`src/sv/assert_macros.svh`:
```
// Assertion helpers for the files that check their own logic.
// Both macros take a label, the clock, the active-low reset, a trigger and a consequence.
`ifndef ASSERT_MACROS_SVH
`define ASSERT_MACROS_SVH
`ifndef SYNTHESIS
`define ASSERT_SAME(label, clk, rst_n, trig, cons) \
    label: assert property (@(posedge clk) disable iff (!rst_n) (trig) |-> (cons)) \
        else $error("same-cycle check failed");
`define ASSERT_NEXT(label, clk, rst_n, trig, cons) \
    label: assert property (@(posedge clk) disable iff (!rst_n) (trig) |=> (cons)) \
        else $error("next-cycle check failed");
`else
`define ASSERT_SAME(label, clk, rst_n, trig, cons)
`define ASSERT_NEXT(label, clk, rst_n, trig, cons)
`endif
`endif

```
`src/sv/ffha_pkg.sv`:
```
// ----------------------------------------------------------------------------
// ffha_pkg
// Types and constants shared by the heap allocator controller and datapath.
// ----------------------------------------------------------------------------
package ffha_pkg;

    localparam int          WORDS      = 32768;
    localparam int          WADDR_W    = 15;
    localparam int          CNT_W      = 17;
    localparam logic [16:0] WALK_LIMIT = 17'h10000;

    typedef enum logic [2:0] {
        FN_ALLOC   = 3'd0,
        FN_FREE    = 3'd1,
        FN_TOTAL   = 3'd2,
        FN_LARGEST = 3'd3,
        FN_SAVE    = 3'd4,
        FN_RESTORE = 3'd5
    } t_func;

    typedef enum logic [5:0] {
        S_CLR, S_IH1, S_IH2, S_IDLE, S_DISP,
        S_A_INIT, S_A_CHK, S_A_RDS, S_A_RDN, S_A_TST, S_A_WH,
        S_A_SP1, S_A_SP2, S_A_SP3, S_A_SZ,
        S_F_INIT, S_F_LOOP, S_F_RDN, S_F_H1, S_F_H2, S_F_H5,
        S_F_M1, S_F_M2, S_F_M3, S_F_M4, S_F_M5, S_F_M6, S_F_M7, S_F_M9, S_F_M10,
        S_F_M11, S_F_M12, S_F_M13, S_F_M14, S_F_OK,
        S_W_INIT, S_W_CHK, S_W_RDS, S_W_RDN,
        S_SAVE, S_R_1, S_R_2, S_R_3, S_FIN
    } t_state;

    typedef enum logic [4:0] {
        OP_NONE, OP_TAKE, OP_A_INIT, OP_A_STEP, OP_LD_BS, OP_LD_NX, OP_NEED_BS,
        OP_NX_REST, OP_A_DONE, OP_F_INIT, OP_F_STEP, OP_LD_SM, OP_LD_SM_HEAD,
        OP_LD_SP, OP_LD_SN, OP_LD_NN, OP_M_PREV, OP_F_OK, OP_W_INIT, OP_W_SIZE,
        OP_W_NEXT, OP_SAVE, OP_RESTORE, OP_FIN
    } t_op;

    typedef enum logic [3:0] {
        A_CUR, A_CUR2, A_PREV, A_PREV2, A_REST, A_REST2, A_M, A_M2,
        A_FIRST, A_FIRST2, A_BASE, A_BASE2
    } t_asel;

    typedef enum logic [3:0] {
        D_NX, D_REST, D_BS_NEED, D_NEED, D_M, D_CUR, D_SP_SM, D_SM_SN, D_NN,
        D_END_FIRST, D_END, D_END_BASE
    } t_wsel;

    typedef struct packed {
        logic  in_rdy;
        logic  clr;
        logic  mem_req;
        logic  mem_wr;
        t_asel asel;
        t_wsel wsel;
        t_op   op;
    } t_cmd;

    typedef struct packed {
        t_func func;
        logic  mem_done;
        logic  clr_last;
        logic  cur_end;
        logic  cnt_lim;
        logic  fit;
        logic  whole;
        logic  cur_lt_m;
        logic  cur_eq_m;
        logic  prev_eq_cur;
        logic  m_bad;
        logic  adj_prev;
        logic  adj_next;
        logic  mark_end;
        logic  out_busy;
    } t_sts;

endpackage

```
`src/sv/ffha_ctrl.sv`:
```
// ----------------------------------------------------------------------------
// ffha_ctrl
// Allocator sequencer: clearing pass, operation dispatch and free-list walks.
// ----------------------------------------------------------------------------
module ffha_ctrl import ffha_pkg::*; (
    input  logic i_clk,
    input  logic i_rst_n,
    input  logic i_valid,
    input  t_sts i_sts,
    output t_cmd o_cmd
);

    t_state r_state, n_state;

    always_ff @(posedge i_clk) begin
        if (!i_rst_n) begin
            r_state <= S_CLR;
        end else begin
            r_state <= n_state;
        end
    end

    always_comb begin
        n_state = r_state;
        case (r_state)
            S_CLR:    if (i_sts.clr_last) n_state = S_IH1;
            S_IH1:    if (i_sts.mem_done) n_state = S_IH2;
            S_IH2:    if (i_sts.mem_done) n_state = S_IDLE;
            S_IDLE:   if (i_valid) n_state = S_DISP;
            S_DISP: begin
                case (i_sts.func)
                    FN_ALLOC:   n_state = S_A_INIT;
                    FN_FREE:    n_state = S_F_INIT;
                    FN_TOTAL:   n_state = S_W_INIT;
                    FN_LARGEST: n_state = S_W_INIT;
                    FN_SAVE:    n_state = S_SAVE;
                    FN_RESTORE: n_state = S_R_1;
                    default:    n_state = S_FIN;
                endcase
            end
            S_A_INIT: n_state = S_A_CHK;
            S_A_CHK:  n_state = (i_sts.cur_end || i_sts.cnt_lim) ? S_FIN : S_A_RDS;
            S_A_RDS:  if (i_sts.mem_done) n_state = S_A_RDN;
            S_A_RDN:  if (i_sts.mem_done) n_state = S_A_TST;
            S_A_TST: begin
                if (i_sts.fit) begin
                    n_state = i_sts.whole ? S_A_WH : S_A_SP1;
                end else begin
                    n_state = S_A_CHK;
                end
            end
            S_A_WH:   if (i_sts.mem_done) n_state = S_A_SZ;
            S_A_SP1:  if (i_sts.mem_done) n_state = S_A_SP2;
            S_A_SP2:  if (i_sts.mem_done) n_state = S_A_SP3;
            S_A_SP3:  if (i_sts.mem_done) n_state = S_A_SZ;
            S_A_SZ:   if (i_sts.mem_done) n_state = S_FIN;
            S_F_INIT: n_state = i_sts.m_bad ? S_FIN : S_F_LOOP;
            S_F_LOOP: begin
                if (i_sts.cur_lt_m) begin
                    n_state = i_sts.cnt_lim ? S_FIN : S_F_RDN;
                end else if (i_sts.cur_eq_m) begin
                    n_state = S_FIN;
                end else begin
                    n_state = i_sts.prev_eq_cur ? S_F_H1 : S_F_M1;
                end
            end
            S_F_RDN:  if (i_sts.mem_done) n_state = S_F_LOOP;
            S_F_H1:   if (i_sts.mem_done) n_state = S_F_H2;
            S_F_H2:   n_state = i_sts.adj_next ? S_F_M11 : S_F_H5;
            S_F_H5:   if (i_sts.mem_done) n_state = S_F_OK;
            S_F_M1:   if (i_sts.mem_done) n_state = S_F_M2;
            S_F_M2:   if (i_sts.mem_done) n_state = S_F_M3;
            S_F_M3:   if (i_sts.mem_done) n_state = S_F_M4;
            S_F_M4:   if (i_sts.mem_done) n_state = S_F_M5;
            S_F_M5:   n_state = i_sts.adj_prev ? S_F_M6 : S_F_M9;
            S_F_M6:   if (i_sts.mem_done) n_state = S_F_M7;
            S_F_M7:   if (i_sts.mem_done) n_state = S_F_M9;
            S_F_M9:   if (i_sts.mem_done) n_state = S_F_M10;
            S_F_M10:  n_state = i_sts.adj_next ? S_F_M11 : S_F_OK;
            S_F_M11:  if (i_sts.mem_done) n_state = S_F_M12;
            S_F_M12:  if (i_sts.mem_done) n_state = S_F_M13;
            S_F_M13:  if (i_sts.mem_done) n_state = S_F_M14;
            S_F_M14:  if (i_sts.mem_done) n_state = S_F_OK;
            S_F_OK:   n_state = S_FIN;
            S_W_INIT: n_state = S_W_CHK;
            S_W_CHK:  n_state = (i_sts.cur_end || i_sts.cnt_lim) ? S_FIN : S_W_RDS;
            S_W_RDS:  if (i_sts.mem_done) n_state = S_W_RDN;
            S_W_RDN:  if (i_sts.mem_done) n_state = S_W_CHK;
            S_SAVE:   n_state = S_FIN;
            S_R_1:    n_state = i_sts.mark_end ? S_FIN : S_R_2;
            S_R_2:    if (i_sts.mem_done) n_state = S_R_3;
            S_R_3:    if (i_sts.mem_done) n_state = S_FIN;
            S_FIN:    if (!i_sts.out_busy) n_state = S_IDLE;
            default:  n_state = S_CLR;
        endcase
    end

    always_comb begin
        o_cmd         = '0;
        o_cmd.asel    = A_CUR;
        o_cmd.wsel    = D_NX;
        o_cmd.op      = OP_NONE;
        case (r_state)
            S_CLR: o_cmd.clr = 1'b1;
            S_IH1: begin
                o_cmd.mem_req = 1'b1; o_cmd.mem_wr = 1'b1;
                o_cmd.asel = A_BASE;  o_cmd.wsel = D_END_BASE;
            end
            S_IH2: begin
                o_cmd.mem_req = 1'b1; o_cmd.mem_wr = 1'b1;
                o_cmd.asel = A_BASE2; o_cmd.wsel = D_END;
            end
            S_IDLE: begin
                o_cmd.in_rdy = 1'b1;
                if (i_valid) o_cmd.op = OP_TAKE;
            end
            S_A_INIT: o_cmd.op = OP_A_INIT;
            S_A_RDS: begin
                o_cmd.mem_req = 1'b1; o_cmd.asel = A_CUR; o_cmd.op = OP_LD_BS;
            end
            S_A_RDN: begin
                o_cmd.mem_req = 1'b1; o_cmd.asel = A_CUR2; o_cmd.op = OP_LD_NX;
            end
            S_A_TST: if (!i_sts.fit) o_cmd.op = OP_A_STEP;
            S_A_WH: begin
                o_cmd.mem_req = 1'b1; o_cmd.mem_wr = 1'b1;
                o_cmd.asel = A_PREV2; o_cmd.wsel = D_NX; o_cmd.op = OP_NEED_BS;
            end
            S_A_SP1: begin
                o_cmd.mem_req = 1'b1; o_cmd.mem_wr = 1'b1;
                o_cmd.asel = A_PREV2; o_cmd.wsel = D_REST;
            end
            S_A_SP2: begin
                o_cmd.mem_req = 1'b1; o_cmd.mem_wr = 1'b1;
                o_cmd.asel = A_REST;  o_cmd.wsel = D_BS_NEED;
            end
            S_A_SP3: begin
                o_cmd.mem_req = 1'b1; o_cmd.mem_wr = 1'b1;
                o_cmd.asel = A_REST2; o_cmd.wsel = D_NX; o_cmd.op = OP_NX_REST;
            end
            S_A_SZ: begin
                o_cmd.mem_req = 1'b1; o_cmd.mem_wr = 1'b1;
                o_cmd.asel = A_CUR;   o_cmd.wsel = D_NEED; o_cmd.op = OP_A_DONE;
            end
            S_F_INIT: o_cmd.op = OP_F_INIT;
            S_F_RDN: begin
                o_cmd.mem_req = 1'b1; o_cmd.asel = A_CUR2; o_cmd.op = OP_F_STEP;
            end
            S_F_H1: begin
                o_cmd.mem_req = 1'b1; o_cmd.asel = A_M; o_cmd.op = OP_LD_SM_HEAD;
            end
            S_F_H5: begin
                o_cmd.mem_req = 1'b1; o_cmd.mem_wr = 1'b1;
                o_cmd.asel = A_M2;    o_cmd.wsel = D_CUR;
            end
            S_F_M1: begin
                o_cmd.mem_req = 1'b1; o_cmd.mem_wr = 1'b1;
                o_cmd.asel = A_PREV2; o_cmd.wsel = D_M;
            end
            S_F_M2: begin
                o_cmd.mem_req = 1'b1; o_cmd.mem_wr = 1'b1;
                o_cmd.asel = A_M2;    o_cmd.wsel = D_CUR;
            end
            S_F_M3: begin
                o_cmd.mem_req = 1'b1; o_cmd.asel = A_PREV; o_cmd.op = OP_LD_SP;
            end
            S_F_M4, S_F_M9: begin
                o_cmd.mem_req = 1'b1; o_cmd.asel = A_M; o_cmd.op = OP_LD_SM;
            end
            S_F_M6: begin
                o_cmd.mem_req = 1'b1; o_cmd.mem_wr = 1'b1;
                o_cmd.asel = A_PREV;  o_cmd.wsel = D_SP_SM;
            end
            S_F_M7: begin
                o_cmd.mem_req = 1'b1; o_cmd.mem_wr = 1'b1;
                o_cmd.asel = A_PREV2; o_cmd.wsel = D_CUR; o_cmd.op = OP_M_PREV;
            end
            S_F_M11: begin
                o_cmd.mem_req = 1'b1; o_cmd.asel = A_CUR; o_cmd.op = OP_LD_SN;
            end
            S_F_M12: begin
                o_cmd.mem_req = 1'b1; o_cmd.asel = A_CUR2; o_cmd.op = OP_LD_NN;
            end
            S_F_M13: begin
                o_cmd.mem_req = 1'b1; o_cmd.mem_wr = 1'b1;
                o_cmd.asel = A_M;     o_cmd.wsel = D_SM_SN;
            end
            S_F_M14: begin
                o_cmd.mem_req = 1'b1; o_cmd.mem_wr = 1'b1;
                o_cmd.asel = A_M2;    o_cmd.wsel = D_NN;
            end
            S_F_OK:   o_cmd.op = OP_F_OK;
            S_W_INIT: o_cmd.op = OP_W_INIT;
            S_W_RDS: begin
                o_cmd.mem_req = 1'b1; o_cmd.asel = A_CUR; o_cmd.op = OP_W_SIZE;
            end
            S_W_RDN: begin
                o_cmd.mem_req = 1'b1; o_cmd.asel = A_CUR2; o_cmd.op = OP_W_NEXT;
            end
            S_SAVE: o_cmd.op = OP_SAVE;
            S_R_1:  o_cmd.op = OP_RESTORE;
            S_R_2: begin
                o_cmd.mem_req = 1'b1; o_cmd.mem_wr = 1'b1;
                o_cmd.asel = A_FIRST; o_cmd.wsel = D_END_FIRST;
            end
            S_R_3: begin
                o_cmd.mem_req = 1'b1; o_cmd.mem_wr = 1'b1;
                o_cmd.asel = A_FIRST2; o_cmd.wsel = D_END;
            end
            S_FIN: if (!i_sts.out_busy) o_cmd.op = OP_FIN;
            default: ;
        endcase
    end

endmodule

```
`config.mk`:
```
export PLATFORM = sky130hd
export DESIGN_NAME = ffha_ctrl
export DESIGN_NICKNAME = d
export VERILOG_FILES = /design/src/sv/assert_macros.svh /design/src/sv/ffha_pkg.sv /design/src/sv/ffha_ctrl.sv
export SDC_FILE = /design/constraint.sdc
export NUM_CORES = 1
export LEC_CHECK = 0
export BUFFER_PORTS_ARGS = -buffer_cell sky130_fd_sc_hd__buf_2
export CAP_MARGIN = 20
export CORE_MARGIN = 2
export CORE_UTILIZATION = 57
export DETAILED_ROUTE_END_ITERATION = 7
export HOLD_SLACK_MARGIN = 0.15
export PLACE_DENSITY = 0.82
export SKIP_LAST_GASP = 1
export SLEW_MARGIN = 0
export SYNTH_ARGS = -nofsm -noshare
export SYNTH_HDL_FRONTEND = slang
export SYNTH_SLANG_ARGS = --single-unit
```
`constraint.sdc`:
```
create_clock -name i_clk -period 2.17 [get_ports i_clk]
set_input_delay 0.217 -clock i_clk [delete_from_list [all_inputs] [get_ports i_clk]]
set_output_delay 0.217 -clock i_clk [all_outputs]
set_load 0.1 [all_outputs]
```
==> results of run 1 <==
[metrics by stage]
| stage | area (µm²) | TNS, ps | cells | hold slack (ps) |
|---|---|---|---|---|
| after detailed placement | 2810 | 0 | 390 | 504 |
| after global placement | 2810 | 0 | 390 | 502 |
| after floorplan | 2240 | -2540 | 300 | 343 |
| after CTS | 2890 | -78.2 | 395 | 257 |
[cells by family after synthesis]
kind of cell	after synthesis
AO/OA/AOI/OAI	123
AND/OR/NAND/NOR	123
buffers and inverters	42
flip-flops	6
XOR/XNOR	4
multiplexers	1
adder cells (fa/ha/maj)	1
[layer usage]
layer | GRT overflow | global-route usage
met5 | 0 | 0.0429
met3 | 0 | 0.524
met2 | 17 | 0.910
met1 | 0 | 0.742
met4 | 3 | 0.699
[repair_timing]
item	4_1_cts
buffers inserted	2
endpoints found under the setup margin	11
resized for setup	15
==> results.py, run 1 <==
metrics = {
    "yosys": {
        "ys.flop_type": "dfxtp_1",
        "ys_seq_area_frac": 0.0630,
        "synthTopCellsByArea": "o21ai_0 (7.3%), dfxtp_1 (6.3%), nand2_1 (6.3%)",
        "synthTopCellsByCount": "nand2_1 (32), nor2_1 (31), o21ai_0 (28)",
        "synthSimpleGateAreaFrac": 0.330,
        "syn-instance-count": 300,
        "async_flop_share": 0,
        "synth_edf_count": 0,
        "netlist_area_mm2": 0.00191,
        "synthXorXnorAreaFrac": 0.0184,
        "synth_area_per_cell_um2": 6.36,
        "synth_compound_area_frac": 0.464,
        "ys_types": 65,
        "synth_top_family_by_area": "compound AO/OA/AOI/OAI gates",
        "yosys.area.top_type": "o21ai_0",
        "synthMuxAreaShare": 0.00525,
        "synth_warnings": 0,
        "yosysTopAreaCellShare": 0.0734,
        "ys_ff_latch": 6,
        "synth_most_common_cell": "nand2_1",
        "synth_fa_ha_area_frac": 0.00525,
        "synth_nets": 320,
    },
    "timing": {
        "endpoint_type": "output port",
        "worstEndpointGrtRepair": "o_cmd[6]",
    },
    "clocking": {
        "cts_sinks": 6,
        "cts-buffers-inserted": 3,
        "cts_hold_buf": 0,
        "cts_max_path_buffers": 2,
        "root_buffer": "clkbuf_4",
        "cts_htree_levels": 1,
    },
    "global_routing": {
        "grt_usage": 0.718,
        "gr-total-overflow": 20,
        "grt_start_max_net_pins": 32,
    },
    "placed_design": {
        "pre_cts_slack_ps": 23.2,
        "routabilityCongestion": 1.04,
        "dp_hpwl_um": 5900,
        "portBuffers": 36,
    },
    "run_status": {
        "haltStage": "5_1_grt",
        "status": "did not finish",
        "stop_error": "[ERROR GRT-0232] Routing congestion too high. Check the congestion heatmap in the GUI.",
    },
    "floorplan": {
        "die_w_um": 61.9,
        "start_util": 0.581,
        "num_rows": 21,
        "die_h_um": 61.9,
        "io_pins": 37,
    },
}
==> run 2: changes to the inputs <==
- CORE_UTILIZATION: 57 -> 40
- HOLD_SLACK_MARGIN: 0.15 -> unset
- PLACE_DENSITY: 0.82 -> unset
- PLACE_DENSITY_LB_ADDON: unset -> 0.15
==> results.py, run 2 <==
metrics = {
    "yosys": {
        "synth_most_common_cell": "nand2_1",
        "synth_warnings": 0,
        "ys_seq_area_frac": 0.0630,
        "synthTopCellsByArea": "o21ai_0 (7.3%), dfxtp_1 (6.3%), nand2_1 (6.3%)",
        "syn-instance-count": 300,
        "synth_edf_count": 0,
        "async_flop_share": 0,
        "netlist_area_mm2": 0.00191,
        "synthTopCellsByCount": "nand2_1 (32), nor2_1 (31), o21ai_0 (28)",
        "ys_types": 65,
        "yosysTopAreaCellShare": 0.0734,
        "synth_area_per_cell_um2": 6.36,
        "yosys.area.top_type": "o21ai_0",
        "ys_ff_latch": 6,
        "ys.flop_type": "dfxtp_1",
        "synth_nets": 320,
    },
    "clocking": {
        "clock_latency_ps": 230,
        "cts-buffers-inserted": 3,
        "cts_htree_levels": 1,
        "cts_tree": "done",
        "cts_max_path_buffers": 2,
        "clkTransAtPathRegs_ps": 40,
        "cts_sinks": 6,
        "cts_hold_buf": 0,
        "root_buffer": "clkbuf_8",
    },
    "worst_hold_path": {
        "min_path_type": "in -> reg",
    },
    "pwr": {
        "p_sw_uw": 3160,
        "p_per_area_mw_per_mm2": 1730,
        "ir_drop_v": 0.000964,
        "p_total_uw": 5330,
        "power_frac_seq": 0.051,
        "intPower_uw": 2170,
        "clock_power_share": 0.033,
        "comb_power_share": 0.916,
        "p_leak_uw": 0.00118,
        "p_sw_frac": 0.593,
    },
    "setup_path": {
        "start_kind": "register",
        "r2r_slack_ps": 2,
        "required_ps": 2280,
        "crit_fanout": 16,
        "crit_type": "reg -> reg",
        "end_kind": "register",
        "arrival_ps": 2280,
    },
    "timing": {
        "rsz0062_at_grt": "true",
        "setup_violations": 0,
        "skew_ps": 5.39,
        "worst_pin_slew_ps": 638,
        "finalHoldViolations": 0,
        "maxSlewHeadroom": 0.574,
        "max_freq_ghz": 0.461,
        "period_minus_slack_ps": 2170,
        "slew_viol_final": 0,
        "layout_worst_path_cycle_share": 0.999,
    },
    "drt": {
        "ant_nets": 0,
        "drc_errors": 0,
        "drt_pass1_iterations": 8,
        "viasPerCell": 6.86,
        "drt-total-wl_um": 7750,
        "drtIter0Drc": 437,
        "route.vias.total": 2868,
        "wl_per_cell_um": 18.5,
    },
    "placed_design": {
        "portBuffers": 36,
        "routabilityCongestion": 1.06,
        "dp_hpwl_um": 5940,
    },
    "cells_and_area": {
        "largest_register_ffs": 6,
        "layout_common_cells": "buf_4 (51), nand2_1 (31), nor2_1 (24), a21oi_1 (23), o21ai_0 (21)",
        "diodes": 0,
        "area_delta_synth_final_pct": 61.8,
        "layout-drive-gt1-share": 0.404,
        "finish.utilization": 0.662,
        "top_regs": "r_state (6)",
        "seqCellArea_um2": 136,
        "layout_commonest_cell": "buf_4",
        "fill_cells": 389,
        "multi_input_area_mm2": 0.00191,
        "fin_nets": 386,
        "top_register": "r_state",
    },
    "global_routing": {
        "grt_pass1_wl_um": 12000,
        "antenna_found_initial": 0,
        "grt_usage": 0.286,
        "grt_start_max_net_pins": 23,
        "grt_pass1_vias": 2386,
        "gr-total-overflow": 0,
    },
    "floorplan": {
        "dieArea_mm2": 0.00534,
        "coreArea_mm2": 0.00466,
        "die_h_um": 73.1,
        "io_pins": 37,
        "num_rows": 25,
        "die_w_um": 73.1,
        "start_util": 0.409,
    },
    "run_status": {
        "status": "complete, no violations",
    },
    "run": {
        "drv_cap": 0,
    },
}
-- run 2: cell counts after synthesis --
No cell type changed its count.
-- run 2: timing repair --
item / CTS / global route
resized for setup: 17 / 18
setup buffers: 0 / 3
setup endpoints to repair: 15 / 14
pin swaps: 0 / 2
-- run 2: path summary, 6_finish.rpt --
kind                            startpoint    endpoint  cells after the start
worst max register to register  r_state[5]  r_state[1]                      7
worst min-delay path               i_rst_n  r_state[4]                      2
worst max-delay path            r_state[5]  r_state[1]                      7
worst min register to register  r_state[3]  r_state[3]                      1
-- run 2: routing by layer --
layer | vias to the layer above | wire, µm | track usage
li1 | 1290 | - | -
met1 | 1356 | 3250 | 0.412
met4 | 0 | 216 | 0.0967
met2 | 196 | 3600 | 0.445
met3 | 26 | 691 | 0.0235
met5 | - | 0 | 0
-- run 2: metrics by stage --
| stage | instances | TNS [ps] | setup slack [ps] | area (µm²) | hold slack [ps] |
|---|---|---|---|---|---|
| global placement | 412 | -87.1 | -66.6 | 2900 | 508 |
| finish | 418 | 0 | 1.72 | 3090 | 264 |
| detailed placement | 412 | -155 | -81.9 | 2900 | 505 |
| global route | 418 | -172 | -54.8 | 3090 | 283 |
| floorplan | 300 | -2540 | -453 | 2240 | 343 |
| CTS | 415 | 0 | 0.943 | 2990 | 262 |
-- run 2: critical path, stage by stage, from the launching register on --
cell and delay, ps:
dfxtp_2 400, buf_4 200, nor4_1 440, nand2_1 180, o221ai_1 360, a21oi_4 120
buf_4 180, o211a_1 190
-- run 2: power by group through the flow --
| stage | clock network [µW] | logic [µW] | registers [µW] |
|---|---|---|---|
| after global placement | 0 | 4660 | 249 |
| after floorplan | 0 | 3380 | 163 |
| final | 174 | 4880 | 271 |
| after CTS | 176 | 4750 | 262 |
| after global routing | 180 | 5080 | 277 |
| after detailed placement | 0 | 4670 | 253 |
-- run 2: final cells by class --
class                      count  area share
sequential                     6      0.0442
multi-input combinational    252       0.618
inverter                      10      0.0130
tap                           54      0.0219
timing repair buffer          93       0.290
clock buffer                   3      0.0134
-- run 2: logic make-up (layout without fill, tap and decap cells) --
kind of cell | count (synthesis) | after routing | share of synthesized area
xor gates and xnor gates | 4 | 4 | 0.0184
and+or+nand+nor | 123 | 123 | 0.330
adders and majority gates | 1 | 1 | 0.00525
AOI/OAI and AO/OA | 123 | 123 | 0.464
muxes | 1 | 1 | 0.00525
DFF | 6 | 6 | 0.0630
buffers and inverters | 42 | 106 | 0.114
Note: power is estimated with default switching activity, not from simulation.
==> run 3: changes to the inputs <==
- CORE_UTILIZATION: 40 -> 50
==> results.py, run 3 (same netlist as run 2, synthesis figures left out) <==
metrics = {
    "clocking": {
        "cts_hold_buf": 0,
        "clock_latency_ps": 230,
        "root_buffer": "clkbuf_8",
        "cts_max_path_buffers": 2,
        "cts_tree": "done",
        "cts_sinks": 6,
        "cts_htree_levels": 1,
        "clkTransAtPathRegs_ps": 50,
        "cts-buffers-inserted": 3,
    },
    "global_routing": {
        "grt_start_max_net_pins": 34,
        "antenna_found_initial": 0,
        "grt_pass1_wl_um": 12500,
        "grt_pass1_vias": 2536,
        "grt_usage": 0.368,
        "gr-total-overflow": 0,
    },
    "placed_design": {
        "routabilityCongestion": 1.06,
        "portBuffers": 36,
        "dp_cells": 394,
        "dp_hpwl_um": 5680,
        "pre_cts_slack_ps": 27.4,
    },
    "cells_and_area": {
        "instances_no_fill": 408,
        "top_register": "r_state",
        "layout-drive-gt1-share": 0.408,
        "layout_commonest_cell": "buf_4",
        "top_regs": "r_state (6)",
        "fin_nets": 382,
        "largest_register_ffs": 6,
        "layout_common_cells": "buf_4 (44), nand2_1 (31), nor2_1 (24), a21oi_1 (22), o21ai_0 (21)",
        "area_delta_synth_final_pct": 63.7,
        "diodes": 0,
    },
    "setup_path": {
        "required_ps": 1950,
        "crit_type": "reg -> out",
        "r2r_slack_ps": -10,
        "crit_fanout": 17,
        "slowest_delay_ps": 370,
        "start_kind": "register",
        "cp_slowest_cell": "dfxtp_4",
        "r2r_cells": 8,
        "rr_endpoint": "r_state[4]",
        "crit_start": "r_state[3]",
        "arrival_ps": 2050,
        "path_common_cell": "buf_4",
        "end_kind": "output port",
        "rr_startpoint": "r_state[3]",
        "cp_cell_sequence": "buf_4 -> buf_4 -> or2_2 -> o211ai_1 -> o21ai_1 -> o21ai_4 -> buf_12",
    },
    "pwr": {
        "ir_drop_v": 0.00147,
        "p_leak_uw": 0.00118,
        "p_per_area_mw_per_mm2": 1810,
    },
    "run": {
        "drv_cap": 0,
    },
    "drt": {
        "drt_pass1_iterations": 6,
        "drt-total-wl_um": 9830,
        "wl_per_cell_um": 24.1,
        "ant_nets": 0,
        "viasPerCell": 7.76,
        "drc_errors": 0,
        "route.vias.total": 3168,
        "drtIter0Drc": 798,
    },
    "floorplan": {
        "start_util": 0.521,
        "die_w_um": 65.8,
        "dieArea_mm2": 0.00433,
        "coreArea_mm2": 0.00366,
        "die_h_um": 65.8,
        "io_pins": 37,
        "num_rows": 22,
    },
    "timing": {
        "worst_pin_slew_ps": 677,
        "period_minus_slack_ps": 2260,
        "slew_viol_final": 0,
        "setup_violations": 8,
        "finalHoldViolations": 0,
        "max_freq_ghz": 0.442,
        "rsz0062_at_grt": "true",
        "skew_ps": 14.3,
        "maxSlewHeadroom": 0.548,
        "layout_worst_path_cycle_share": 1.04,
        "layout_setup_ws_ps": -92.2,
    },
    "worst_hold_path": {
        "min_from": "i_rst_n",
        "hold_path_end": "r_state[3]",
        "whs_path_depth": 2,
        "min_path_type": "in -> reg",
    },
    "run_status": {
        "status": "finished, violations left",
        "violations": "setup timing",
    },
}
run 3: cell types whose count changed in the layout (fill, tap and decap cells not counted), sizes merged:
cell	before	now
inv	8	7
clkbuf	3	5
buf	93	87
clkinvlp	0	1
run 3: per-layer routing:
metal  up-vias  GRT usage  part of all wire
met2       394      0.572              0.42
met4         0      0.180             0.094
li1       1281          -                 -
met3       125     0.0698              0.16
met5         -          0                 0
met1      1368      0.484              0.33
run 3: per-stage QoR:
step	hold WS (ps)	power (µW)	TNS [ps]	utilization	cell area [µm²]
after floorplan	343	3540	-2540	-	2240
after global placement	505	4810	0	0.772	2830
after detailed placement	507	4850	0	0.772	2830
after CTS	272	5080	-66.5	0.792	2900
after global routing	294	5790	-860	0.853	3120
final	281	5650	-363	0.853	3120
run 3: repair_timing:
item | CTS | global route
pin swaps | 0 | 6
buffers inserted | 0 | 8
gates resized for setup | 10 | 27
cloned | 0 | 3
setup endpoints to repair | 7 | 18
run 3: worst max-delay path, delay by kind of cell (launching register included):
kind	cells	cell delay, ps
AND/OR/NAND/NOR	1	330
AO/OA/AOI/OAI	3	560
flip-flops	1	370
buffers and inverters	3	540
run 3: power breakdown:
part | leakage, µW | total (µW) | internal [µW] | switching, µW
clock | 0.0000216 | 179 | 120 | 58.4
combinational | 0.00111 | 5190 | 1970 | 3220
sequential | 0.0000528 | 282 | 163 | 119
total | 0.00118 | 5650 | 2260 | 3400
run 3: area by class of cell:
type / count / area (µm²)
Clock buffer: 3 / 41.3
Fill cell: 199 / 537
Inverter: 10 / 41.3
Multi-Input combinational cell: 252 / 1930
Sequential cell: 6 / 138
Tap cell: 48 / 60.1
Timing Repair Buffer: 89 / 915
run 3: worst max path at each step:
stage | endpoint | slack [ps] | depth (start not counted)
finish | o_cmd[9] | -90 | 7
global placement | o_cmd[6] | 50 | 8
floorplan | r_state[3] | -450 | 7
global route | o_cmd[13] | -170 | 6
detailed placement | o_cmd[9] | 30 | 7
CTS | o_cmd[9] | -60 | 6
